<file path="config.mk">
export PLATFORM = sky130hd
export DESIGN_NAME = power_of_two_mod_unit
export DESIGN_NICKNAME = d
export VERILOG_FILES = /design/src/pom_pkg.sv /design/src/pom_dp.sv /design/src/pom_ctrl.sv /design/src/power_of_two_mod_unit.sv
export SDC_FILE = /design/constraint.sdc
export NUM_CORES = 1
export LEC_CHECK = 0
export ABC_AREA = 1
export CORE_ASPECT_RATIO = 1.2
export CORE_MARGIN = 1.5
export CORE_UTILIZATION = 60
export CTS_CLUSTER_SIZE = 12
export DETAILED_ROUTE_END_ITERATION = 6
export DONT_BUFFER_PORTS = 1
export PLACE_DENSITY_LB_ADDON = 0.25
export SYNTH_ARGS = -nofsm -noshare
export SYNTH_HDL_FRONTEND = slang
export SYNTH_SLANG_ARGS = --single-unit
</file>
<file path="constraint.sdc">
create_clock -name i_clk -period 6.1 [get_ports i_clk]
set_input_delay 0.61 -clock i_clk [delete_from_list [all_inputs] [get_ports i_clk]]
set_output_delay 0.61 -clock i_clk [all_outputs]
set_load 0.01 [all_outputs]
</file>
<file path="src/pom_pkg.sv">
`timescale 1ns / 1ps

package pom_pkg;

    // Width of the modulus, the exponent field and the result
    localparam int VAL_W = 31;
    // Stream data width: value field padded to whole bytes
    localparam int DATA_W = 32;
    // Bit counter over one modular product
    localparam int CNT_W = $clog2(VAL_W);
    // Default number of exponent bits scanned
    localparam int EXPONENT_BITS_DEF = 31;
    // Modulus after reset
    localparam logic [VAL_W-1:0] MODULUS_RESET = VAL_W'(1000000007);

    // Commands from the controller to the datapath
    typedef struct packed {
        logic load;      // take a new exponent, set up accumulator and base
        logic mul_start; // clear partial products, load the multiplier shifter
        logic mul_step;  // one bit of both interleaved products
        logic commit;    // write back products, shift the exponent
        logic push;      // move the result into the output register
    } t_cmd;

    // Status from the datapath to the controller
    typedef struct packed {
        logic exp_zero;  // no set exponent bits left
        logic out_free;  // output register can take a result this cycle
    } t_status;

endpackage

</file>
<file path="src/pom_dp.sv">
`timescale 1ns / 1ps

module pom_dp #(
    parameter int EXPONENT_BITS = pom_pkg::EXPONENT_BITS_DEF
) (
    input  logic                       i_clk,
    input  logic                       i_rst_n,
    input  pom_pkg::t_cmd              i_cmd,
    output pom_pkg::t_status           o_status,
    input  logic [pom_pkg::VAL_W-1:0]  i_exponent,
    input  logic                       i_cfg_valid,
    input  logic [pom_pkg::VAL_W-1:0]  i_cfg_data,
    output logic                       o_out_valid,
    input  logic                       i_out_ready,
    output logic [pom_pkg::VAL_W-1:0]  o_out_data
);

    // Exponent bits that can ever be set within the input field
    localparam int SCAN_BITS = (EXPONENT_BITS < pom_pkg::VAL_W) ? EXPONENT_BITS
                                                                : pom_pkg::VAL_W;

    // One interleaved step: (2r + a) mod m, with r and a both below m
    function automatic logic [pom_pkg::VAL_W-1:0] mod_dbl_add(
        input logic [pom_pkg::VAL_W-1:0] r,
        input logic [pom_pkg::VAL_W-1:0] a,
        input logic [pom_pkg::VAL_W-1:0] m
    );
        logic [pom_pkg::VAL_W+1:0] t;
        logic [pom_pkg::VAL_W+1:0] m1;
        logic [pom_pkg::VAL_W+1:0] m2;
        logic [pom_pkg::VAL_W+1:0] res;
        t   = {1'b0, r, 1'b0} + {2'b00, a};
        m1  = {2'b00, m};
        m2  = {1'b0, m, 1'b0};
        if (t >= m2) begin
            res = t - m2;
        end else if (t >= m1) begin
            res = t - m1;
        end else begin
            res = t;
        end
        return res[pom_pkg::VAL_W-1:0];
    endfunction

    logic [pom_pkg::VAL_W-1:0] r_modulus;
    logic [SCAN_BITS-1:0]      r_exp;
    logic [pom_pkg::VAL_W-1:0] r_acc;
    logic [pom_pkg::VAL_W-1:0] r_base;
    logic [pom_pkg::VAL_W-1:0] r_pacc;
    logic [pom_pkg::VAL_W-1:0] r_pbase;
    logic [pom_pkg::VAL_W-1:0] r_shift;
    logic                      r_out_valid;
    logic [pom_pkg::VAL_W-1:0] r_out_data;

    logic                      mod_small;
    logic                      mul_bit;
    logic [pom_pkg::VAL_W-1:0] n_pacc;
    logic [pom_pkg::VAL_W-1:0] n_pbase;

    assign mod_small = (r_modulus < pom_pkg::VAL_W'(2));
    assign mul_bit   = r_shift[pom_pkg::VAL_W-1];
    assign n_pacc    = mod_dbl_add(r_pacc, mul_bit ? r_acc : '0, r_modulus);
    assign n_pbase   = mod_dbl_add(r_pbase, mul_bit ? r_base : '0, r_modulus);

    // Modulus register: the user must write it only while the block is idle; the block does not enforce this
    always_ff @(posedge i_clk) begin
        if (!i_rst_n) begin
            r_modulus <= pom_pkg::MODULUS_RESET;
        end else if (i_cfg_valid) begin
            r_modulus <= i_cfg_data;
        end
    end

    // Square-and-multiply working registers
    always_ff @(posedge i_clk) begin
        if (i_cmd.load) begin
            // A modulus below two gives zero: skip the scan altogether
            r_exp  <= mod_small ? '0 : i_exponent[SCAN_BITS-1:0];
            r_acc  <= mod_small ? '0 : pom_pkg::VAL_W'(1);
            r_base <= (r_modulus == pom_pkg::VAL_W'(2)) ? '0 : pom_pkg::VAL_W'(2);
        end
        if (i_cmd.mul_start) begin
            r_pacc  <= '0;
            r_pbase <= '0;
            r_shift <= r_base;
        end
        if (i_cmd.mul_step) begin
            r_pacc  <= n_pacc;
            r_pbase <= n_pbase;
            r_shift <= {r_shift[pom_pkg::VAL_W-2:0], 1'b0};
        end
        if (i_cmd.commit) begin
            if (r_exp[0]) begin
                r_acc <= r_pacc;
            end
            r_base <= r_pbase;
            r_exp  <= r_exp >> 1;
        end
    end

    // Output register: hold the result until the downstream side takes it
    always_ff @(posedge i_clk) begin
        if (!i_rst_n) begin
            r_out_valid <= 1'b0;
        end else if (i_cmd.push) begin
            r_out_valid <= 1'b1;
        end else if (i_out_ready) begin
            r_out_valid <= 1'b0;
        end
    end

    always_ff @(posedge i_clk) begin
        if (i_cmd.push) begin
            r_out_data <= r_acc;
        end
    end

    assign o_status.exp_zero = (r_exp == '0);
    assign o_status.out_free = !r_out_valid || i_out_ready;
    assign o_out_valid       = r_out_valid;
    assign o_out_data        = r_out_data;

endmodule

</file>
<file path="src/pom_ctrl.sv">
`timescale 1ns / 1ps

module pom_ctrl (
    input  logic              i_clk,
    input  logic              i_rst_n,
    input  logic              i_in_valid,
    output logic              o_in_ready,
    input  pom_pkg::t_status  i_status,
    output pom_pkg::t_cmd     o_cmd
);

    typedef enum logic [2:0] {
        S_IDLE,
        S_STEP,
        S_MUL,
        S_COMMIT,
        S_FINISH
    } t_state;

    t_state                    r_state;
    logic [pom_pkg::CNT_W-1:0] r_cnt;

    // Sequence the scan: one pair of products per exponent bit
    always_ff @(posedge i_clk) begin
        if (!i_rst_n) begin
            r_state <= S_IDLE;
            r_cnt   <= '0;
        end else begin
            case (r_state)
                S_IDLE: begin
                    if (i_in_valid) begin
                        r_state <= S_STEP;
                    end
                end
                S_STEP: begin
                    if (i_status.exp_zero) begin
                        r_state <= S_FINISH;
                    end else begin
                        r_cnt   <= pom_pkg::CNT_W'(pom_pkg::VAL_W - 1);
                        r_state <= S_MUL;
                    end
                end
                S_MUL: begin
                    r_cnt <= r_cnt - 1'b1;
                    if (r_cnt == '0) begin
                        r_state <= S_COMMIT;
                    end
                end
                S_COMMIT: begin
                    r_state <= S_STEP;
                end
                S_FINISH: begin
                    if (i_status.out_free) begin
                        r_state <= S_IDLE;
                    end
                end
                default: begin
                    r_state <= S_IDLE;
                end
            endcase
        end
    end

    // Decode commands from the current state
    always_comb begin
        o_cmd           = '0;
        o_in_ready      = (r_state == S_IDLE);
        o_cmd.load      = (r_state == S_IDLE) && i_in_valid;
        o_cmd.mul_start = (r_state == S_STEP) && !i_status.exp_zero;
        o_cmd.mul_step  = (r_state == S_MUL);
        o_cmd.commit    = (r_state == S_COMMIT);
        o_cmd.push      = (r_state == S_FINISH) && i_status.out_free;
    end

endmodule

</file>
<file path="src/power_of_two_mod_unit.sv">
`timescale 1ns / 1ps

// Computes two to the power of the incoming exponent, reduced by the modulus
// register (reset value 1000000007), by right-to-left square-and-multiply.
// For each exponent bit up to the highest set one, the running product and
// the squared base are formed together by one bit-serial interleaved modular
// multiplier that takes one multiplier bit per cycle over 31 bits. One item
// is worked on at a time; the result sits in an output register, so the next
// exponent is taken while it waits. A modulus below two gives zero. Write the
// modulus only while no item is in flight.

module power_of_two_mod_unit #(
    parameter int EXPONENT_BITS = pom_pkg::EXPONENT_BITS_DEF
) (
    input  logic                        i_clk,
    input  logic                        i_rst_n,
    // Configuration: modulus
    input  logic                        i_cfg_valid,
    output logic                        o_cfg_ready,
    input  logic [pom_pkg::VAL_W-1:0]   i_cfg_data,
    // Input stream
    input  logic                        s_tvalid,
    output logic                        s_tready,
    input  logic [pom_pkg::DATA_W-1:0]  s_tdata,  // [30:0] exponent, [31] pad
    // Output stream
    output logic                        m_tvalid,
    input  logic                        m_tready,
    output logic [pom_pkg::DATA_W-1:0]  m_tdata   // [30:0] power_result, [31] zero
);

    pom_pkg::t_cmd             cmd;
    pom_pkg::t_status          status;
    logic [pom_pkg::VAL_W-1:0] out_data;
    logic                      in_ready;

    pom_ctrl u_ctrl (
        .i_clk      (i_clk),
        .i_rst_n    (i_rst_n),
        .i_in_valid (s_tvalid),
        .o_in_ready (in_ready),
        .i_status   (status),
        .o_cmd      (cmd)
    );

    pom_dp #(
        .EXPONENT_BITS (EXPONENT_BITS)
    ) u_dp (
        .i_clk       (i_clk),
        .i_rst_n     (i_rst_n),
        .i_cmd       (cmd),
        .o_status    (status),
        .i_exponent  (s_tdata[pom_pkg::VAL_W-1:0]),
        .i_cfg_valid (i_cfg_valid),
        .i_cfg_data  (i_cfg_data),
        .o_out_valid (m_tvalid),
        .i_out_ready (m_tready),
        .o_out_data  (out_data)
    );

    assign o_cfg_ready = 1'b1;
    assign s_tready    = in_ready;
    assign m_tdata     = {{(pom_pkg::DATA_W - pom_pkg::VAL_W){1'b0}}, out_data};

endmodule

</file>
==> results.cfg <==
[outcome]
status = finished, final reports clean

[placement]
finalWeightedCongestion = 1.06
port_buffers = 0
place_hpwl_mm = 65.6

[timing]
timing.final.crit_share_pct = 90.6
rsz0062_at_grt = no
fin_setup_tns_ns = 0
hold_viol = 0
slew_violations = 0
whs_ns = 0.119
fin_crit_ns = 5.53
tightest_slew_ns = 1.29
timing.slew.headroom_pct = 14.3
setup_viol = 0
max_freq_mhz = 181
clock_skew_ns = 0.0131

[clocking]
root_buffer = clkbuf_16
cts_tree = built
postCtsHoldBufs = 0
cts_buffers = 28
post-cts-setup-buffers = 0
post_cts_resized = 0
cts.sinks = 257
clk_pin_slew_ns = 0.06
clock_latency_ns = 0.59
cts.htree.levels = 1
clk_path_buf_depth = 3

[synth]
ys_types = 53
syn_nets = 3684
yosysSeqAreaShare_pct = 30.3
syn_area_per_cell_um2 = 6.74
synth_area_um2 = 23100
synth_seq_cells = 257
ys_warn_count = 0
syn_inst = 3424

[detailed_routing]
wl_mm = 82.3
drtIter0Drc = 1874
drc = 0
vias_per_cell = 6.06
dr.pass1.iters = 6
ant_nets = 0
wire_per_inst_um = 21.1
vias = 23604

[power]
pwr-share-seq_pct = 21.4
pwr-share-clk_pct = 14.7
p_leak_nw = 12.4
vdd_drop_max_mv = 0.319
power.density_nw_per_um2 = 469
comb_power_share_pct = 63.9
swShare_pct = 52.3
p_int_w = 0.00545
p_sw_w = 0.00597

[grt]
grt_max_degree = 83
globalRouteOverflowTotal = 0
antenna_found_initial = 0
grt_pass1_vias = 22826
grt.total_usage_pct = 40.9
grt_pass1_wl_mm = 124

[worst_setup_path]
crit_path_end = u_dp.r_pacc[28]$_SDFFCE_PN0P_
cp_data_arrival_time_ns = 5.82
critPathTopFamily = compound AO/OA/AOI/OAI gates
r2r_cells = 26
crit_start = u_dp.r_shift[30]$_DFFE_PP_
max_stage_delay_ns = 0.75
path_depth = 26
cp_slowest_cell = a21oi_1
startpoint_type = register
r2r_end = u_dp.r_pacc[28]$_SDFFCE_PN0P_
rrSetupSlack_ns = 0.57
path_max_fanout = 62
end_kind = register
cp_common_cell = nand2_1
rr_startpoint = u_dp.r_shift[30]$_DFFE_PP_
worst-path-buf-inv = 5
path_class = register to register
worstPathRequired_ns = 6.39

[floorplan]
rows = 78
io_pins = 103
fp.dieArea_um2 = 39600
fp.dieH_um = 218
start_util_pct = 60.9
die_w_um = 182
core_um2 = 37900

[final_layout]
drive_gt1_share_pct = 2.99
syn_to_final_growth_pct = 5.58
nets = 3652
antenna_cells = 0
fillers = 3361

[min_path]
worstHoldPathType = input port to register

[run]
maxCapViolCount = 0
-- layout make-up --
type / instances / area (um2) / share of cell area (%)
Timing Repair Buffer: 22 / 178 / 0.729
Tap cell: 480 / 601 / 2.47
Clock buffer: 45 / 838 / 3.44
Sequential cell: 257 / 6990 / 28.7
Inverter: 506 / 1910 / 7.82
Multi-Input combinational cell: 2577 / 13800 / 56.6
Clock inverter: 6 / 61.3 / 0.252
-- power groups by stage --
stage,sequential [W],combinational [W],clock [W]
final,0.00245,0.00730,0.00168
after CTS,0.00243,0.00708,0.00168
after detailed placement,0.00246,0.00703,0
after global placement,0.00245,0.00693,0
after floorplan,0.00239,0.00507,0
after global routing,0.00246,0.00792,0.00174
-- synthesized netlist by cell type, drive strengths merged --
master | number | share of area, %
nand2 | 945 | 16
inv | 505 | 8.2
nor2 | 338 | 5.6
a21oi | 297 | 6.5
nand3 | 282 | 6.3
ha | 186 | 10
edfxtp | 184 | 24
o21ai | 173 | 3.8
xor2 | 80 | 3.0
dfxtp | 73 | 6.3
xnor2 | 55 | 2.1
clkbuf | 54 | 0.88
o21bai | 39 | 1.3
nand4 | 35 | 0.95
nor3 | 32 | 0.72
buf | 30 | 0.91
a21o | 20 | 0.65
nor4 | 17 | 0.46
nand3b | 14 | 0.46
a21boi | 12 | 0.41
a31oi | 8 | 0.22
or2 | 8 | 0.22
o211ai | 7 | 0.23
fa | 6 | 0.52
and3 | 5 | 0.14
o21a | 5 | 0.16
and2 | 3 | 0.081
a211oi | 2 | 0.065
conb | 2 | 0.033
a2bb2oi | 1 | 0.038
clkinv | 1 | 0.038
nor3b | 1 | 0.033
o2111ai | 1 | 0.038
o31ai | 1 | 0.033
or3 | 1 | 0.027
or4 | 1 | 0.033
-- worst min path at each step --
stage	startpoint	end	slack (ns)	cells past startpoint
after global placement	u_dp.r_acc[8]$_DFF_P_	u_dp.o_out_data[8]$_DFFE_PP_	0.44	0
final	i_rst_n	u_dp.r_modulus[0]$_SDFFE_PN1P_	0.12	1
after global routing	i_rst_n	u_dp.r_modulus[0]$_SDFFE_PN1P_	0.12	1
after CTS	i_rst_n	u_dp.r_modulus[0]$_SDFFE_PN1P_	0.11	1
after floorplan	u_dp.r_acc[0]$_DFF_P_	u_dp.o_out_data[0]$_DFFE_PP_	0.43	0
after detailed placement	u_dp.r_acc[11]$_DFF_P_	u_dp.o_out_data[11]$_DFFE_PP_	0.44	0
-- routing by layer --
layer / vias up / routed length [um] / track usage [%]
li1: 11137 / - / -
met1: 10822 / 27400 / 40.3
met2: 1219 / 41200 / 74.3
met3: 426 / 5070 / 5.01
met4: 0 / 8690 / 38.4
met5: - / 0 / 0
-- per-stage QoR --
step	total power, W	utilization [%]	instances	area, um2	setup WS, ns
final	0.0114	64.3	3893	24400	0.572
after global routing	0.0121	64.3	3893	24400	0.286
after CTS	0.0112	64.3	3893	24400	0.731
after detailed placement	0.00949	61.9	3842	23500	0.762
after global placement	0.00938	61.9	3842	23500	0.891
after floorplan	0.00747	-	3424	23100	1.97
-- placed cells by master, fill, tap and decap left out, drive strengths merged, types with 35 or more instances in the layout --
| cell type | n |
|---|---|
| nand2 | 945 |
| inv | 505 |
| nor2 | 338 |
| a21oi | 297 |
| nand3 | 282 |
| ha | 186 |
| edfxtp | 184 |
| o21ai | 173 |
| xor2 | 80 |
| dfxtp | 73 |
| xnor2 | 55 |
| clkbuf | 45 |
| o21bai | 39 |
| nand4 | 35 |
-- state kept, by name, summed over array words and instances, names as in the netlist --
| register | count |
|---|---|
| u_dp.r_modulus | 31 |
| u_dp.o_out_data | 31 |
| u_dp.r_acc | 31 |
| u_dp.r_pacc | 31 |
| u_dp.r_pbase | 31 |
| u_dp.o_out_valid | 1 |
| u_ctrl.r_state | 3 |
| u_dp.r_exp | 31 |
| u_dp.r_shift | 31 |
| u_ctrl.r_cnt | 5 |
| u_dp.r_base | 31 |
-- kinds of logic after synthesis --
group	after synthesis	synth area share [%]
flip-flops	257	30.3
XOR/XNOR	135	5.13
AND/OR/NAND/NOR	1682	30.5
other	2	0.0326
AO/OA/AOI/OAI	566	13.4
adder cells (fa/ha/maj)	192	10.6
buffers and inverters	590	10.0
(Power assumes the default switching activity.)
